==> src/sv/tvs_pkg.sv <==
// Shared constants, types and codes of the trilinear voxel sampler.
// Used by tvs_front, tvs_queue, tvs_back and trilinear_voxel_sampler_core.
package tvs_pkg;

	// Grid geometry and number formats
	localparam int AXIS_BITS  = 5;
	localparam int VALUE_BITS = 16;
	localparam int FRAC_BITS  = 8;
	localparam int OUT_BITS   = 16;
	localparam int SIZE_BITS  = 6;
	localparam int COORD_BITS = AXIS_BITS + FRAC_BITS;
	localparam int ADDR_BITS  = 3 * AXIS_BITS;

	// Eight parity banks, one per corner of a cell; each holds every other index per axis
	localparam int NUM_BANKS  = 8;
	localparam int HALF_BITS  = AXIS_BITS - 1;
	localparam int BANK_AW    = 3 * HALF_BITS;
	localparam int BANK_DEPTH = 1 << BANK_AW;

	localparam logic [SIZE_BITS-1:0] AXIS_LEN   = SIZE_BITS'(1 << AXIS_BITS);
	localparam logic [SIZE_BITS-1:0] SIZE_ONE   = SIZE_BITS'(1);
	localparam logic [SIZE_BITS-1:0] SIZE_RESET = SIZE_BITS'(32);

	// Datapath widths of the three lerp passes
	localparam int DX_W = VALUE_BITS + 1;
	localparam int A_W  = VALUE_BITS + FRAC_BITS;
	localparam int PX_W = VALUE_BITS + FRAC_BITS + 2;
	localparam int DY_W = A_W + 1;
	localparam int B_W  = VALUE_BITS + 2 * FRAC_BITS;
	localparam int PY_W = A_W + FRAC_BITS + 2;
	localparam int DZ_W = B_W + 1;
	localparam int C_W  = VALUE_BITS + 3 * FRAC_BITS;
	localparam int PZ_W = B_W + FRAC_BITS + 2;
	localparam int T_W  = C_W + 1;
	localparam int R_W  = T_W - 3 * FRAC_BITS;

	localparam logic signed [T_W-1:0] ROUND_HALF = T_W'(1) <<< (3 * FRAC_BITS - 1);
	localparam logic signed [R_W-1:0] SAT_MAX    = R_W'((1 << (OUT_BITS - 1)) - 1);
	localparam logic signed [R_W-1:0] SAT_MIN    = R_W'(-(1 << (OUT_BITS - 1)));

	// Buffering
	localparam int QUEUE_DEPTH = 4;
	localparam int QPTR_W      = $clog2(QUEUE_DEPTH);
	localparam int QCNT_W      = $clog2(QUEUE_DEPTH + 1);
	localparam int OUT_DEPTH   = 16;
	localparam int OPTR_W      = $clog2(OUT_DEPTH);
	localparam int OCNT_W      = $clog2(OUT_DEPTH + 1);

	// Item codes
	localparam logic OP_WRITE  = 1'b0;
	localparam logic OP_SAMPLE = 1'b1;

	// Configuration register indexes
	localparam int CFG_IDX_BITS = 2;
	typedef enum logic [CFG_IDX_BITS-1:0] {
		CFG_SIZE_X = 2'd0,
		CFG_SIZE_Y = 2'd1,
		CFG_SIZE_Z = 2'd2
	} cfg_reg_t;

	// Decoded item handed from the front to the back; axis order is x, y, z from bit 0
	typedef struct packed {
		logic                                is_sample;
		logic [2:0]                          wbank;
		logic [BANK_AW-1:0]                  waddr;
		logic [VALUE_BITS-1:0]               wdata;
		logic [NUM_BANKS-1:0][BANK_AW-1:0]   raddr;
		logic [2:0]                          lo_par;
		logic [2:0]                          hi_par;
		logic [2:0][FRAC_BITS-1:0]           frac;
	} tvs_entry_t;

endpackage

==> src/sv/tvs_front.sv <==
// Front end: takes input transfers, holds the axis size registers, clamps the
// cell corners and works out per-bank addresses. Depends on tvs_pkg.
module tvs_front (
	input  logic                                 clk,
	input  logic                                 arst_n,
	input  logic                                 in_valid,
	input  logic                                 full,
	input  logic                                 opcode,
	input  logic [tvs_pkg::ADDR_BITS-1:0]        write_addr,
	input  logic signed [tvs_pkg::VALUE_BITS-1:0] write_value,
	input  logic [tvs_pkg::COORD_BITS-1:0]       coord_x,
	input  logic [tvs_pkg::COORD_BITS-1:0]       coord_y,
	input  logic [tvs_pkg::COORD_BITS-1:0]       coord_z,
	input  logic                                 cfg_valid,
	output logic                                 cfg_ready,
	input  logic [tvs_pkg::CFG_IDX_BITS-1:0]     cfg_index,
	input  logic [tvs_pkg::SIZE_BITS-1:0]        cfg_data,
	output logic                                 push,
	output tvs_pkg::tvs_entry_t                  entry
);

	localparam int AXIS_BITS  = tvs_pkg::AXIS_BITS;
	localparam int FRAC_BITS  = tvs_pkg::FRAC_BITS;
	localparam int COORD_BITS = tvs_pkg::COORD_BITS;
	localparam int SIZE_BITS  = tvs_pkg::SIZE_BITS;
	localparam int HALF_BITS  = tvs_pkg::HALF_BITS;
	localparam int NUM_BANKS  = tvs_pkg::NUM_BANKS;

	logic [SIZE_BITS-1:0]  size_q [3];
	logic [COORD_BITS-1:0] crd    [3];
	logic [SIZE_BITS-1:0]  eff    [3];
	logic [SIZE_BITS-1:0]  ip1    [3];
	logic [AXIS_BITS-1:0]  ipart  [3];
	logic [AXIS_BITS-1:0]  last   [3];
	logic [AXIS_BITS-1:0]  i0     [3];
	logic [AXIS_BITS-1:0]  i1     [3];
	logic [HALF_BITS-1:0]  half   [3][2];

	assign cfg_ready = 1'b1;
	assign push      = in_valid && !full;

	always_ff @(posedge clk or negedge arst_n) begin
		if (!arst_n) begin
			for (int k = 0; k < 3; k++) begin
				size_q[k] <= tvs_pkg::SIZE_RESET;
			end
		end else if (cfg_valid) begin
			case (cfg_index)
				tvs_pkg::CFG_SIZE_X: size_q[0] <= cfg_data;
				tvs_pkg::CFG_SIZE_Y: size_q[1] <= cfg_data;
				tvs_pkg::CFG_SIZE_Z: size_q[2] <= cfg_data;
				default: ;
			endcase
		end
	end

	assign crd[0] = coord_x;
	assign crd[1] = coord_y;
	assign crd[2] = coord_z;

	// Clamp both corners of each axis; the two corners of a cell fall in banks of
	// opposite parity unless clamping folds them onto one index.
	always_comb begin
		for (int a = 0; a < 3; a++) begin
			if (size_q[a] == '0) begin
				eff[a] = tvs_pkg::SIZE_ONE;
			end else if (size_q[a] > tvs_pkg::AXIS_LEN) begin
				eff[a] = tvs_pkg::AXIS_LEN;
			end else begin
				eff[a] = size_q[a];
			end
			last[a]  = AXIS_BITS'(eff[a] - tvs_pkg::SIZE_ONE);
			ipart[a] = crd[a][COORD_BITS-1:FRAC_BITS];
			ip1[a]   = SIZE_BITS'(ipart[a]) + tvs_pkg::SIZE_ONE;
			i0[a]    = (SIZE_BITS'(ipart[a]) < eff[a]) ? ipart[a] : last[a];
			i1[a]    = (ip1[a] < eff[a]) ? ip1[a][AXIS_BITS-1:0] : last[a];
			for (int p = 0; p < 2; p++) begin
				half[a][p] = (i0[a][0] == 1'(p)) ? i0[a][AXIS_BITS-1:1] : i1[a][AXIS_BITS-1:1];
			end
		end
	end

	always_comb begin
		entry.is_sample = (opcode == tvs_pkg::OP_SAMPLE);
		entry.wbank     = {write_addr[2*AXIS_BITS], write_addr[AXIS_BITS], write_addr[0]};
		entry.waddr     = {write_addr[3*AXIS_BITS-1:2*AXIS_BITS+1],
		                   write_addr[2*AXIS_BITS-1:AXIS_BITS+1],
		                   write_addr[AXIS_BITS-1:1]};
		entry.wdata     = write_value;
		for (int b = 0; b < NUM_BANKS; b++) begin
			entry.raddr[b] = {half[2][(b >> 2) & 1], half[1][(b >> 1) & 1], half[0][b & 1]};
		end
		for (int a = 0; a < 3; a++) begin
			entry.lo_par[a] = i0[a][0];
			entry.hi_par[a] = i1[a][0];
			entry.frac[a]   = crd[a][FRAC_BITS-1:0];
		end
	end

endmodule

==> config.mk <==
export PLATFORM = sky130hd
export DESIGN_NAME = tvs_front
export DESIGN_NICKNAME = d
export VERILOG_FILES = /design/src/sv/tvs_pkg.sv /design/src/sv/tvs_front.sv
export SDC_FILE = /design/constraint.sdc
export NUM_CORES = 1
export LEC_CHECK = 0
export BUFFER_PORTS_ARGS = -buffer_cell sky130_fd_sc_hd__buf_4
export CORE_MARGIN = 3
export CORE_UTILIZATION = 38
export DETAILED_ROUTE_END_ITERATION = 16
export GPL_TIMING_DRIVEN = 1
export PLACE_DENSITY = 0.84
export SLEW_MARGIN = 5
export SYNTH_ARGS = -nofsm -noshare
export SYNTH_HDL_FRONTEND = slang
export SYNTH_SLANG_ARGS = --single-unit
==> constraint.sdc <==
create_clock -name clk -period 3.6 [get_ports clk]
set_clock_uncertainty 0.2 [all_clocks]
set_input_delay 0.54 -clock clk [delete_from_list [all_inputs] [get_ports clk]]
set_output_delay 0.54 -clock clk [all_outputs]
set_load 0.03 [all_outputs]
==> flow_summary.toml <==
[die]
core_area_sq_um = 9420
die_h_um = 105
dieArea_sq_um = 11100
die_w_um = 105
rows = 35
design.portCount = 244
start_util_pct = 39.8

[cts]
cts_sinks = 18
insertion_delay_ns = 0.25
cts_tree = "built"
clock_path_buffers = 2
numCtsBuffers = 3
cts_root_buffer = "clkbuf_8"
clkTransAtPathRegs_ns = 0.07
ctsHtreeMaxLevel = 1

[finish]
final_util_pct = 52.3
final_common_cell = "buf_4"
final_cell_mix = "buf_4, buf_6, ha_1"
top_register = "size_q"
nets = 619
fillers = 803
n_antenna_cell = 0
largest_reg_flops = 18
final_area_sq_um = 4920
biggestRegsByFlops = "size_q x18"
syn_to_final_growth_pct = 31.5
drive_above_1_share_pct = 60.3

[grt]
grt_pass1_vias = 3274
antenna_found_initial = 0
grt_usage_pct = 16.3
grt_first_pass_wirelength_mm = 15.7
overflow = 0
grt_max_degree = 19

[route]
via_per_inst = 5.44
drc = 0
wl_per_cell_um = 17.3
first_iter_violations = 220
antenna_left = 0
first_pass_iters = 4
via_count = 3429
wl_mm = 10.9

[worst_setup_path]
crit_chain = "buf_4 -> ha_2 -> nand3_2 -> xnor2_2 -> ha_1 -> a21o_1 -> a221oi_4 -> buf_4 -> nand2b_4 -> or3_1 -> nor3b_4 -> buf_4"
cpMostUsedCell = "buf_4"
end_kind = "output port"
cp_slowest_cell = "or3_1"
crit_arrival_ns = 2.88
crit_type = "input pin to output port"
slowest_delay_ns = 0.31
cp_max_fo = 6
crit_required_ns = 2.86
critPathLaunchType = "input pin"

[flow_run]
maxCapViolCount = 0

[synth]
synthSimpleGateAreaFrac_pct = 17.8
ys_ff_latch = 18
syn-num-nets = 570
synth_area_leader_cell = "buf_4"
synth_top_area_share_pct = 26.1
synthArstFlopShare_pct = 100
synth_edf_count = 0
yosysUniqueCellTypes = 66
synth-xor-area-share_pct = 3.51
synth_top_flop_cell = "dfrtp_1"
synth_area_leaders = "buf_4, ha_1, dfrtp_1"
yosysWarningCount = 0
synth_fa_ha_area_share_pct = 11.0
avgSynthCellArea_sq_um = 8.27
synth-compound-area-share_pct = 16.4
synth_area_sq_um = 3740
ys_seq_area_share_pct = 12.1
netlist_instances = 453
synth_top_family_by_area = "buffers and inverters"
synth_mux_area_share_pct = 10.2

[timing]
hold_viol_final = 0
max_slew.worst_pin.slew_ns = 0.880
finalCritPeriodShare_pct = 100
finalMaxSlewViolations = 0
rsz0062_at_grt = "true"
finalSetupViolations = 7
period_minus_slack_ns = 3.62
hold_ws_ns = 0.352
max_freq_mhz = 277
max_slew_margin_pct = 41.2
setup_ws_ns = -0.0166

[outcome]
violations = "setup timing"
status = "finished, violations left"

[place]
dp.final_hpwl_mm = 8.00
gp_congestion = 0.905
place_area_sq_um = 4190
io_buffers = 130
place_ws_ns = -0.0692

[pwr]
p_leak_uw = 0.00220
power.density_nw_per_um2 = 825
peakVddDrop_v = 0.000407

[hold_path]
hp-class = "input pin to flop"
[final cells by class]
type	instances	area (sq um)	area share [%]
Timing Repair Buffer	180	1470	29.9
Clock buffer	4	45.0	0.915
Sequential cell	18	454	9.22
Multi-Input combinational cell	282	2720	55.2
Tap cell	129	161	3.28
Inverter	17	73.8	1.50
[cell families after synthesis]
family | Yosys count
buffers and inverters | 153
AND/OR/NAND/NOR | 124
AO/OA/AOI/OAI | 73
multiplexers | 36
adder cells (fa/ha/maj) | 33
flip-flops | 18
XOR/XNOR | 15
other | 1
[per-stage QoR]
stage | power [uW] | cells | setup TNS (ns)
3_3_place_gp | 3450 | 597 | -0.0314
4_1_cts | 3780 | 613 | 0
6_report | 4060 | 630 | -0.108
3_5_place_dp | 3510 | 597 | -0.766
5_1_grt | 4260 | 630 | -2.90
2_1_floorplan | 3060 | 453 | -2.14
[synth_stat cells (3+ instances only)]
| master | n |
|---|---|
| dfstp_2 | 3 |
| nand4b_1 | 3 |
| nor3_1 | 11 |
| xor2_1 | 8 |
| mux2i_1 | 18 |
| nand3b_1 | 4 |
| inv_1 | 14 |
| mux2_2 | 18 |
| nand3_1 | 16 |
| a21oi_1 | 15 |
| a21o_1 | 5 |
| dfrtp_1 | 15 |
| nor3b_1 | 3 |
| buf_4 | 130 |
| clkbuf_1 | 4 |
| a31oi_1 | 3 |
| xnor2_1 | 7 |
| o21a_1 | 4 |
| nand2_1 | 33 |
| o21ai_1 | 4 |
| nand2b_1 | 3 |
| and3_1 | 6 |
| o21ai_2 | 3 |
| o21ai_0 | 5 |
| nor2_1 | 26 |
| ha_1 | 33 |
| a211oi_2 | 5 |
| o22a_1 | 3 |
| o211ai_1 | 4 |
[report_power, final]
part	internal [uW]	leakage [uW]	total, uW	switching, uW
Combinational	1440	0.00197	3610	2170
Clock	78.6	0.0000228	145	66.7
Sequential	245	0.000209	307	62.1
[final timing paths]
check	from	endpoint	slack, ns	cells after the start
max in group asynchronous	arst_n	size_q[5]	2.46	2
hold reg to reg	size_q[17]	size_q[17]	0.40	2
hold / removal	cfg_data[1]	size_q[13]	0.35	2
setup / recovery	coord_x[9]	entry[91]	-0.02	12
min in group asynchronous	arst_n	size_q[14]	0.48	2
setup reg to reg	size_q[17]	size_q[17]	2.43	2
[layer usage]
metal / up-vias / routed length [um] / part of all wire, % / track usage [%]
met5: - / 0 / 0 / 0
li1: 1579 / - / - / -
met3: 44 / 727 / 6.7 / 2.69
met1: 1642 / 4050 / 37 / 18.7
met4: 0 / 221 / 2.0 / 4.03
met2: 164 / 5890 / 54 / 31.2
[worst max-delay path, delay by kind of cell]
| kind | cells | cell delay [ns] |
|---|---|---|
| AO/OA/AOI/OAI | 2 | 0.50 |
| XOR/XNOR | 1 | 0.20 |
| adder cells (fa/ha/maj) | 2 | 0.50 |
| buffers and inverters | 3 | 0.48 |
| AND/OR/NAND/NOR | 4 | 0.66 |
[repair_timing]
item,in CTS,in global routing
pin swaps,9,27
endpoints found under the setup margin,92,96
hold buffers,1,0
buffers inserted,11,19
gates cloned,0,0
resized for setup,27,76
endpoints found under the hold margin,15,0
Power figures use the tool's default switching activity.
