## src/sv/tvs_pkg.sv

```systemverilog
// Shared constants, types and codes of the trilinear voxel sampler.
// Used by tvs_front, tvs_queue, tvs_back and trilinear_voxel_sampler_core.
package tvs_pkg;

	// Grid geometry and number formats
	localparam int AXIS_BITS  = 5;
	localparam int VALUE_BITS = 16;
	localparam int FRAC_BITS  = 8;
	localparam int OUT_BITS   = 16;
	localparam int SIZE_BITS  = 6;
	localparam int COORD_BITS = AXIS_BITS + FRAC_BITS;
	localparam int ADDR_BITS  = 3 * AXIS_BITS;

	// Eight parity banks, one per corner of a cell; each holds every other index per axis
	localparam int NUM_BANKS  = 8;
	localparam int HALF_BITS  = AXIS_BITS - 1;
	localparam int BANK_AW    = 3 * HALF_BITS;
	localparam int BANK_DEPTH = 1 << BANK_AW;

	localparam logic [SIZE_BITS-1:0] AXIS_LEN   = SIZE_BITS'(1 << AXIS_BITS);
	localparam logic [SIZE_BITS-1:0] SIZE_ONE   = SIZE_BITS'(1);
	localparam logic [SIZE_BITS-1:0] SIZE_RESET = SIZE_BITS'(32);

	// Datapath widths of the three lerp passes
	localparam int DX_W = VALUE_BITS + 1;
	localparam int A_W  = VALUE_BITS + FRAC_BITS;
	localparam int PX_W = VALUE_BITS + FRAC_BITS + 2;
	localparam int DY_W = A_W + 1;
	localparam int B_W  = VALUE_BITS + 2 * FRAC_BITS;
	localparam int PY_W = A_W + FRAC_BITS + 2;
	localparam int DZ_W = B_W + 1;
	localparam int C_W  = VALUE_BITS + 3 * FRAC_BITS;
	localparam int PZ_W = B_W + FRAC_BITS + 2;
	localparam int T_W  = C_W + 1;
	localparam int R_W  = T_W - 3 * FRAC_BITS;

	localparam logic signed [T_W-1:0] ROUND_HALF = T_W'(1) <<< (3 * FRAC_BITS - 1);
	localparam logic signed [R_W-1:0] SAT_MAX    = R_W'((1 << (OUT_BITS - 1)) - 1);
	localparam logic signed [R_W-1:0] SAT_MIN    = R_W'(-(1 << (OUT_BITS - 1)));

	// Buffering
	localparam int QUEUE_DEPTH = 4;
	localparam int QPTR_W      = $clog2(QUEUE_DEPTH);
	localparam int QCNT_W      = $clog2(QUEUE_DEPTH + 1);
	localparam int OUT_DEPTH   = 16;
	localparam int OPTR_W      = $clog2(OUT_DEPTH);
	localparam int OCNT_W      = $clog2(OUT_DEPTH + 1);

	// Item codes
	localparam logic OP_WRITE  = 1'b0;
	localparam logic OP_SAMPLE = 1'b1;

	// Configuration register indexes
	localparam int CFG_IDX_BITS = 2;
	typedef enum logic [CFG_IDX_BITS-1:0] {
		CFG_SIZE_X = 2'd0,
		CFG_SIZE_Y = 2'd1,
		CFG_SIZE_Z = 2'd2
	} cfg_reg_t;

	// Decoded item handed from the front to the back; axis order is x, y, z from bit 0
	typedef struct packed {
		logic                                is_sample;
		logic [2:0]                          wbank;
		logic [BANK_AW-1:0]                  waddr;
		logic [VALUE_BITS-1:0]               wdata;
		logic [NUM_BANKS-1:0][BANK_AW-1:0]   raddr;
		logic [2:0]                          lo_par;
		logic [2:0]                          hi_par;
		logic [2:0][FRAC_BITS-1:0]           frac;
	} tvs_entry_t;

endpackage

```

## src/sv/tvs_queue.sv

```systemverilog
// Short queue of decoded items between the front and the back.
// Depends on tvs_pkg for the entry type and depth.
module tvs_queue (
	input  logic                clk,
	input  logic                arst_n,
	input  logic                push,
	input  tvs_pkg::tvs_entry_t entry_in,
	output logic                full,
	input  logic                pop,
	output logic                valid,
	output tvs_pkg::tvs_entry_t head
);

	localparam int QUEUE_DEPTH = tvs_pkg::QUEUE_DEPTH;
	localparam int QPTR_W      = tvs_pkg::QPTR_W;
	localparam int QCNT_W      = tvs_pkg::QCNT_W;

	tvs_pkg::tvs_entry_t ent_q [QUEUE_DEPTH];
	logic [QPTR_W-1:0]   wptr_q;
	logic [QPTR_W-1:0]   rptr_q;
	logic [QCNT_W-1:0]   cnt_q;

	assign full  = (cnt_q == QCNT_W'(QUEUE_DEPTH));
	assign valid = (cnt_q != '0);
	assign head  = ent_q[rptr_q];

	always_ff @(posedge clk) begin
		if (push) begin
			ent_q[wptr_q] <= entry_in;
		end
	end

	always_ff @(posedge clk or negedge arst_n) begin
		if (!arst_n) begin
			wptr_q <= '0;
			rptr_q <= '0;
			cnt_q  <= '0;
		end else begin
			if (push) begin
				wptr_q <= (wptr_q == QPTR_W'(QUEUE_DEPTH - 1)) ? '0 : wptr_q + QPTR_W'(1);
			end
			if (pop) begin
				rptr_q <= (rptr_q == QPTR_W'(QUEUE_DEPTH - 1)) ? '0 : rptr_q + QPTR_W'(1);
			end
			case ({push, pop})
				2'b10:   cnt_q <= cnt_q + QCNT_W'(1);
				2'b01:   cnt_q <= cnt_q - QCNT_W'(1);
				default: cnt_q <= cnt_q;
			endcase
		end
	end

endmodule

```

## config.mk

```make
export PLATFORM = sky130hd
export DESIGN_NAME = tvs_queue
export DESIGN_NICKNAME = d
export VERILOG_FILES = /design/src/sv/tvs_pkg.sv /design/src/sv/tvs_queue.sv
export SDC_FILE = /design/constraint.sdc
export NUM_CORES = 1
export LEC_CHECK = 0
export ABC_AREA = 1
export BUFFER_PORTS_ARGS = -buffer_cell sky130_fd_sc_hd__buf_2
export CAP_MARGIN = 0
export CORE_AREA = 2 2 256 258
export DETAILED_ROUTE_END_ITERATION = 10
export DIE_AREA = 0 0 258 260
export REMOVE_ABC_BUFFERS = 1
export SLEW_MARGIN = 20
export SYNTH_ARGS = -nofsm -noshare
export SYNTH_HDL_FRONTEND = slang
export SYNTH_SLANG_ARGS = --single-unit
```

## constraint.sdc

```tcl
create_clock -name clk -period 11.95 [get_ports clk]
set_clock_uncertainty 0.15 [all_clocks]
set_input_delay 0 -clock clk [delete_from_list [all_inputs] [get_ports clk]]
set_output_delay 0 -clock clk [all_outputs]
set_load 0.01 [all_outputs]
```

==> out/qor.yml, run 1 <==
status: "complete, no violations"
power-per-cell-area_nw_per_um2: 224
p_clk_share_pct: 27.8
synth_simple_gate_area_share_pct: 7.26
cpLargestDelayFamily: "buffers and inverters"
portBuffers: 321
die_w_microns: 258
fp.dieH_microns: 260
finalHoldViolations: 0
postLayoutCoreUtil_pct: 50.5
multi_input_area_sq_um: 4360
period_needed_ps: 4850
critical_path_class: "reg -> out"
drtIter0Drc: 919
cts_buffer_depth: 3
setup_viol_count_final: 0
worst-path-buf-inv: 5
synth-xor-area-share_pct: 0.0344
tns_ps: 0
power_frac_seq_pct: 41.7
path_cells: "inv_8 -> buf_4 -> buf_4 -> buf_4 -> nand2_1 -> o211ai_1 -> nand2_1 -> buf_2"
cp_data_required_time_ps: 11800
power.share.combinational_pct: 30.4
cts_resized: 0
initial_core_util_pct: 39.7
async_reset_ff_share_pct: 1.10
antenna_found_initial: 3
synth-compound-area-share_pct: 9.43
ys_seq_area_share_pct: 75.2
track_usage_pct: 16.4
slowest_delay_ps: 800
synthCells: 1897
crit_fanout: 193
wl_mm: 55.5
instances_no_fill: 3363
cp_common_cell: "buf_4"
fmax_ghz: 0.206
grt_remaining_overflow: 0
die-area_sq_um: 67100
startpoint_type: "flip-flop"
leakage_nw: 13.0
vias_per_cell: 4.73
synth_cell_types: 19
netlist_area_sq_um: 25500
synthMuxAreaShare_pct: 0
synth_edf_count: 632
synth_top_family_by_area: "compound AO/OA/AOI/OAI gates"
syn_to_final_growth_pct: 27.0
post-route-period-util_pct: 40.6
slew_headroom_pct: 27.0
path_clk_slew_ps: 60
ant_nets: 0
drv_cap: 0
hold_class: "in -> reg"
vias: 15900
synthAdderAreaFrac_pct: 0.373
clock_sinks: 639
coreArea_sq_um: 64100
critPathCaptureType: "output pin"
layout.nets: 2629
clock_latency_ps: 590
n_fill_cell: 5465
clock_tree.root_cell: "clkbuf_16"
htree_levels: 3
slowest_stage: "buf_4"
design.portCount: 322
vdd_drop_max_mv: 0.221
rsz0062_at_grt: "no"
avgSynthCellArea_sq_um: 13.4
switching_share_pct: 33.6
grt_start_max_net_pins: 194
synth_warnings: 0
slew_violations: 0
crit_arrival_ps: 4700
seqCellArea_sq_um: 19200
dr.pass1.iters: 7
p_sw_w: 0.00243
grt_pass1_wl_mm: 86.1
drcViolationCount: 0
hpwl_mm: 30.8
gp_congestion: 0.751
synth_seq_cells: 639
dp_cells: 2983
drive_gt1_share_pct: 17.7
internal-power_w: 0.00481
routedWlPerCell_microns: 16.5
tightest_slew_ps: 1090
cts-buffers-inserted: 68
synth_ff_type: "edfxtp_1"
cts_tree: "built"
grt_pass1_vias: 16200
rows: 93
[placed cells by master, fill, tap and decap left out, drive strengths merged, types with 4 or more instances in the layout]
cell           n
buf          337
bufinv         5
clkbuf        79
clkinv        28
clkinvlp       4
dfrtp          7
dlygate4sd3  262
edfxtp       632
ha             6
inv          332
nand2        486
o211ai       316
o21ai          5
[cell type report]
type | instances | area share, %
Timing Repair Buffer | 599 | 13.4
Sequential cell | 639 | 59.2
Clock inverter | 38 | 1.11
Tap cell | 855 | 3.31
Inverter | 331 | 3.94
Antenna cell | 1 | 0.00773
Clock buffer | 79 | 5.52
Multi-Input combinational cell | 821 | 13.5
[what timing repair did]
action,4_1_cts,5_1_grt
hold endpoints to repair,733,0
hold buffers,262,0
setup buffers,0,0
[kinds of logic (layout without fill, tap and decap cells)]
logic type	after synthesis	in the layout
AND/OR/NAND/NOR	491	491
flip-flops	639	639
other	0	1
AO/OA/AOI/OAI	322	322
buffers and inverters	437	1047
adder cells (fa/ha/maj)	7	7
XOR/XNOR	1	1
[flip-flops by register name (all words and copies together), names as in the netlist]
signal / flops
rptr_q: 2
cnt_q: 3
ent_q: 632
wptr_q: 2
[per-stage QoR]
step | total power [W] | cell area [sq um] | hold WS [ps] | worst slack (ps)
4_1_cts | 0.00734 | 32400 | 0.659 | 7080
3_5_place_dp | 0.00524 | 27600 | -302 | 7750
3_3_place_gp | 0.00519 | 27600 | -307 | 7920
5_1_grt | 0.00767 | 32400 | 3.27 | 6640
2_1_floorplan | 0.00447 | 24800 | -446 | 5780
6_report | 0.00724 | 32400 | 26.9 | 7100
[synthesized netlist by cell type (2+ instances only)]
cell      count  area (sq um)
inv_1       329          1230
buf_4         5          37.5
buf_6        32           360
o211ai_1    316          2370
ha_1          6          75.1
edfxtp_1    632         19000
nand2_1     486          1820
buf_2        56           280
o21ai_0       5          25.0
inv_2         2          7.51
dfrtp_1       7           175
clkbuf_1     13          48.8
nand3_1       2          10.0
[path summary, 6_finish.rpt]
check                                           start                      end  slack (ps)  depth (start not counted)
worst min register to register   cnt_q[2]$_DFFE_PN0P_     cnt_q[2]$_DFFE_PN0P_         330                          2
worst max register to register  wptr_q[1]$_DFFE_PN0P_  ent_q[1][137]$_DFFE_PP_        8550                          6
worst min-delay path                    entry_in[101]  ent_q[0][101]$_DFFE_PP_          30                          2
min in group asynchronous                      arst_n    rptr_q[1]$_DFFE_PN0P_         250                          3
worst max-delay path            rptr_q[0]$_DFFE_PN0P_                  head[7]        7100                          8
max in group asynchronous                      arst_n    rptr_q[1]$_DFFE_PN0P_       11110                          3
[power by group through the flow]
stage	logic, W	registers (W)	clock network, W
2_1_floorplan	0.00134	0.00313	0
3_3_place_gp	0.00213	0.00306	0
3_5_place_dp	0.00217	0.00307	0
4_1_cts	0.00225	0.00303	0.00207
5_1_grt	0.00246	0.00305	0.00216
6_report	0.00220	0.00302	0.00201
[per-layer routing]
layer,global-route usage (%),vias to the layer above,part of all wire (%)
li1,-,7783,-
met3,3.67,93,5.8
met1,20.1,7634,42
met2,28.5,392,50
met5,0,-,0.049
met4,6.05,4,2.5
Power figures use the tool's default switching activity.
==> run 2: changes to the inputs <==
==> constraint.sdc (replaced) <==
create_clock -name clk -period 4.95 [get_ports clk]
set_clock_uncertainty 0.15 [all_clocks]
set_input_delay 0 -clock clk [delete_from_list [all_inputs] [get_ports clk]]
set_output_delay 0 -clock clk [all_outputs]
set_load 0.01 [all_outputs]
==> run 2 against run 1 <==
  * Clock power grew to 2.5 times the previous value
  * Worst setup slack worse by 5300 ps
  * Sequential share of layout area decreased by 0.23 points
  * Sequential cell count did not move
  * First-iteration DRC count fell by 4.7%
  * Register-to-register slack got worse by 6100 ps
  * Sequential power up 140%
  * Cell count increased by 0.18%
  * Routed wire length increased by 3.7%
  * Global-route usage rose by 0.77 points
  * Critical path type unchanged
==> out/qor.yml, run 2 (synthesis results as in run 1) <==
status: "complete, no violations"
wl_met3_mm: 3.14  # -3.3%
track_usage_pct: 17.2  # +0.77 points
design_area_sq_um: 32500  # +0.39%
drtIter0Drc: 876  # -4.7%
grt_remaining_overflow: 0  # unchanged
highest_layer: "met5"
crit_arrival_ps: 3020  # -1680 ps
cts-buffers-inserted: 69  # +1.5%
cts_resized: 0  # unchanged
routedWlPerCell_microns: 17.1  # +3.5%
route.met2.wl_mm: 28.8  # +4.0%
vias_per_cell: 4.77  # +0.78%
grt_pass1_vias: 16500  # +2.0%
rr_worst_depth: 5  # -1
postLayoutCoreUtil_pct: 50.7  # +0.20 points
tns_ps: 0  # unchanged
postPlaceCellArea_sq_um: 27700  # +0.41%
rows: 93  # unchanged
path_cells: "inv_6 -> buf_4 -> o211ai_1 -> nand2_1 -> buf_2"
die-area_sq_um: 67100  # unchanged
ant_nets: 0  # unchanged
critPathCaptureType: "output pin"
post-route-period-util_pct: 64.1
cts_setup_buffers: 0  # unchanged
cts_tree: "built"
startpoint_type: "flip-flop"
layout.nets: 2629  # unchanged
slowest_stage: "inv_6"
finalHoldViolations: 0  # unchanged
largest_reg_flops: 632  # unchanged
vias: 16100  # +0.96%
htree_levels: 3  # unchanged
cts_buffer_depth: 3  # unchanged
wl_met1_mm: 24.1  # +4.2%
drive_gt1_share_pct: 17.9  # +0.20 points
top_register: "ent_q"
slew_violations: 0  # unchanged
grt_pass1_wl_mm: 89.6  # +4.1%
n_fill_cell: 5449  # -0.29%
path_clk_slew_ps: 60  # about the same
coreArea_sq_um: 64100  # unchanged
design.portCount: 322  # unchanged
dr.pass1.iters: 5  # -2
vdd_drop_max_mv: 0.367  # +66%
syn_to_final_growth_pct: 27.5
clock_latency_ps: 580  # about the same
hpwl_mm: 32.8  # +6.3%
rsz0062_at_grt: "no"
wl_mm: 57.5  # +3.7%
drcViolationCount: 0  # unchanged
slew_headroom_pct: 27.6  # +0.52 points
period_needed_ps: 3170
die_w_microns: 258  # unchanged
tightest_slew_ps: 1090  # -7.82 ps
setup_viol_count_final: 0  # unchanged
clock_sinks: 639  # unchanged
fmax_ghz: 0.315
power-per-cell-area_nw_per_um2: 545  # +140%
critical_path_class: "reg -> out"
portBuffers: 321  # unchanged
drv_cap: 0  # unchanged
most-common-layout-cells: "edfxtp_1 (632), nand2_1 (486), inv_1 (325)"
gp_congestion: 0.760  # +1.3%
crit_fanout: 91  # -53%
antenna_found_initial: 2  # -1
initial_core_util_pct: 39.7  # unchanged
leakage_nw: 13.0  # +0.48%
fp.dieH_microns: 260  # unchanged
clock_tree.root_cell: "clkbuf_16"
cp_data_required_time_ps: 4800  # -7000 ps
slowest_delay_ps: 700  # -100 ps
reg_top3: "ent_q x632, cnt_q x3"
grt_start_max_net_pins: 189  # -2.6%
hold_depth: 2  # unchanged
final_common_cell: "edfxtp_1"
cp.depth: 5  # -3
cpLargestDelayFamily: "buffers and inverters"
hold_class: "in -> reg"
worst-path-buf-inv: 3  # -2
run 2: changes by cell type in the layout (fill, tap and decap cells not counted):
cell | previous run | this run
clkbuf_8 | 0 | 2
clkbuf_16 | 70 | 69
bufinv_16 | 5 | 7
clkbuf_1 | 9 | 11
dlygate4sd3_1 | 262 | 256
clkinv_8 | 3 | 4
clkinvlp_4 | 4 | 2
clkinv_1 | 8 | 12
buf_12 | 0 | 6
buf_4 | 16 | 15
clkinv_4 | 2 | 0
clkinv_2 | 15 | 16
run 2: where the power goes:
group          switching, W  leakage, nW  internal (W)  total, W
Combinational       0.00361         6.07       0.00176   0.00537
Sequential         0.000268         5.89       0.00703   0.00730
Clock               0.00206         1.09       0.00297   0.00503
run 2: timing repair:
| action | 4_1_cts | 5_1_grt |
|---|---|---|
| hold buffers | 256 | 0 |
| setup endpoints to repair | 0 | 0 |
| hold endpoints to repair | 685 | 0 |
run 2: final timing paths:
path                                       start                     end  slack [ps]
setup / recovery           rptr_q[1]$_DFFE_PN0P_                head[37]        1780
hold / removal                      entry_in[32]  ent_q[1][32]$_DFFE_PP_          30
setup reg to reg           wptr_q[1]$_DFFE_PN0P_   ent_q[1][4]$_DFFE_PP_        2450
hold reg to reg             cnt_q[2]$_DFFE_PN0P_    cnt_q[2]$_DFFE_PN0P_         340
max in group asynchronous                 arst_n   rptr_q[1]$_DFFE_PN0P_        4070
min in group asynchronous                 arst_n   rptr_q[0]$_DFFE_PN0P_         260
run 2: worst register-to-register path: cells and delay by family, from the launching register on:
kind          cells  cell delay (ps)
buf+inv           3             1330
fa+ha+maj         1              150
simple gates      1              100
flops             1              390
run 2: layer usage:
metal  track usage [%]  vias to the layer above
met5                 0                        -
met1              21.3                     7766
met4              6.12                        4
met3              3.14                      107
met2              30.2                      387
li1                  -                     7795
run 2: through the flow:
step | setup WS, ps | hold slack (ps) | power (W) | std cells
global route | 1520 | 13.5 | 0.0187 | 3368
floorplan | -1220 | -446 | 0.0108 | 1791
global placement | 2400 | -296 | 0.0126 | 2988
CTS | 1660 | 0.601 | 0.0180 | 3368
finish | 1780 | 26.1 | 0.0177 | 3369
detailed placement | 2320 | -293 | 0.0127 | 2988
run 2: final cells by class:
type	instances	area, sq um	share of cell area (%)
sequential	639	19200	59.0
antenna	1	2.50	0.00770
clock buffer	82	1800	5.53
timing repair buffer	598	4400	13.6
clock inverter	42	424	1.31
tap	855	1070	3.29
multi-input combinational	821	4360	13.4
inverter	331	1270	3.93
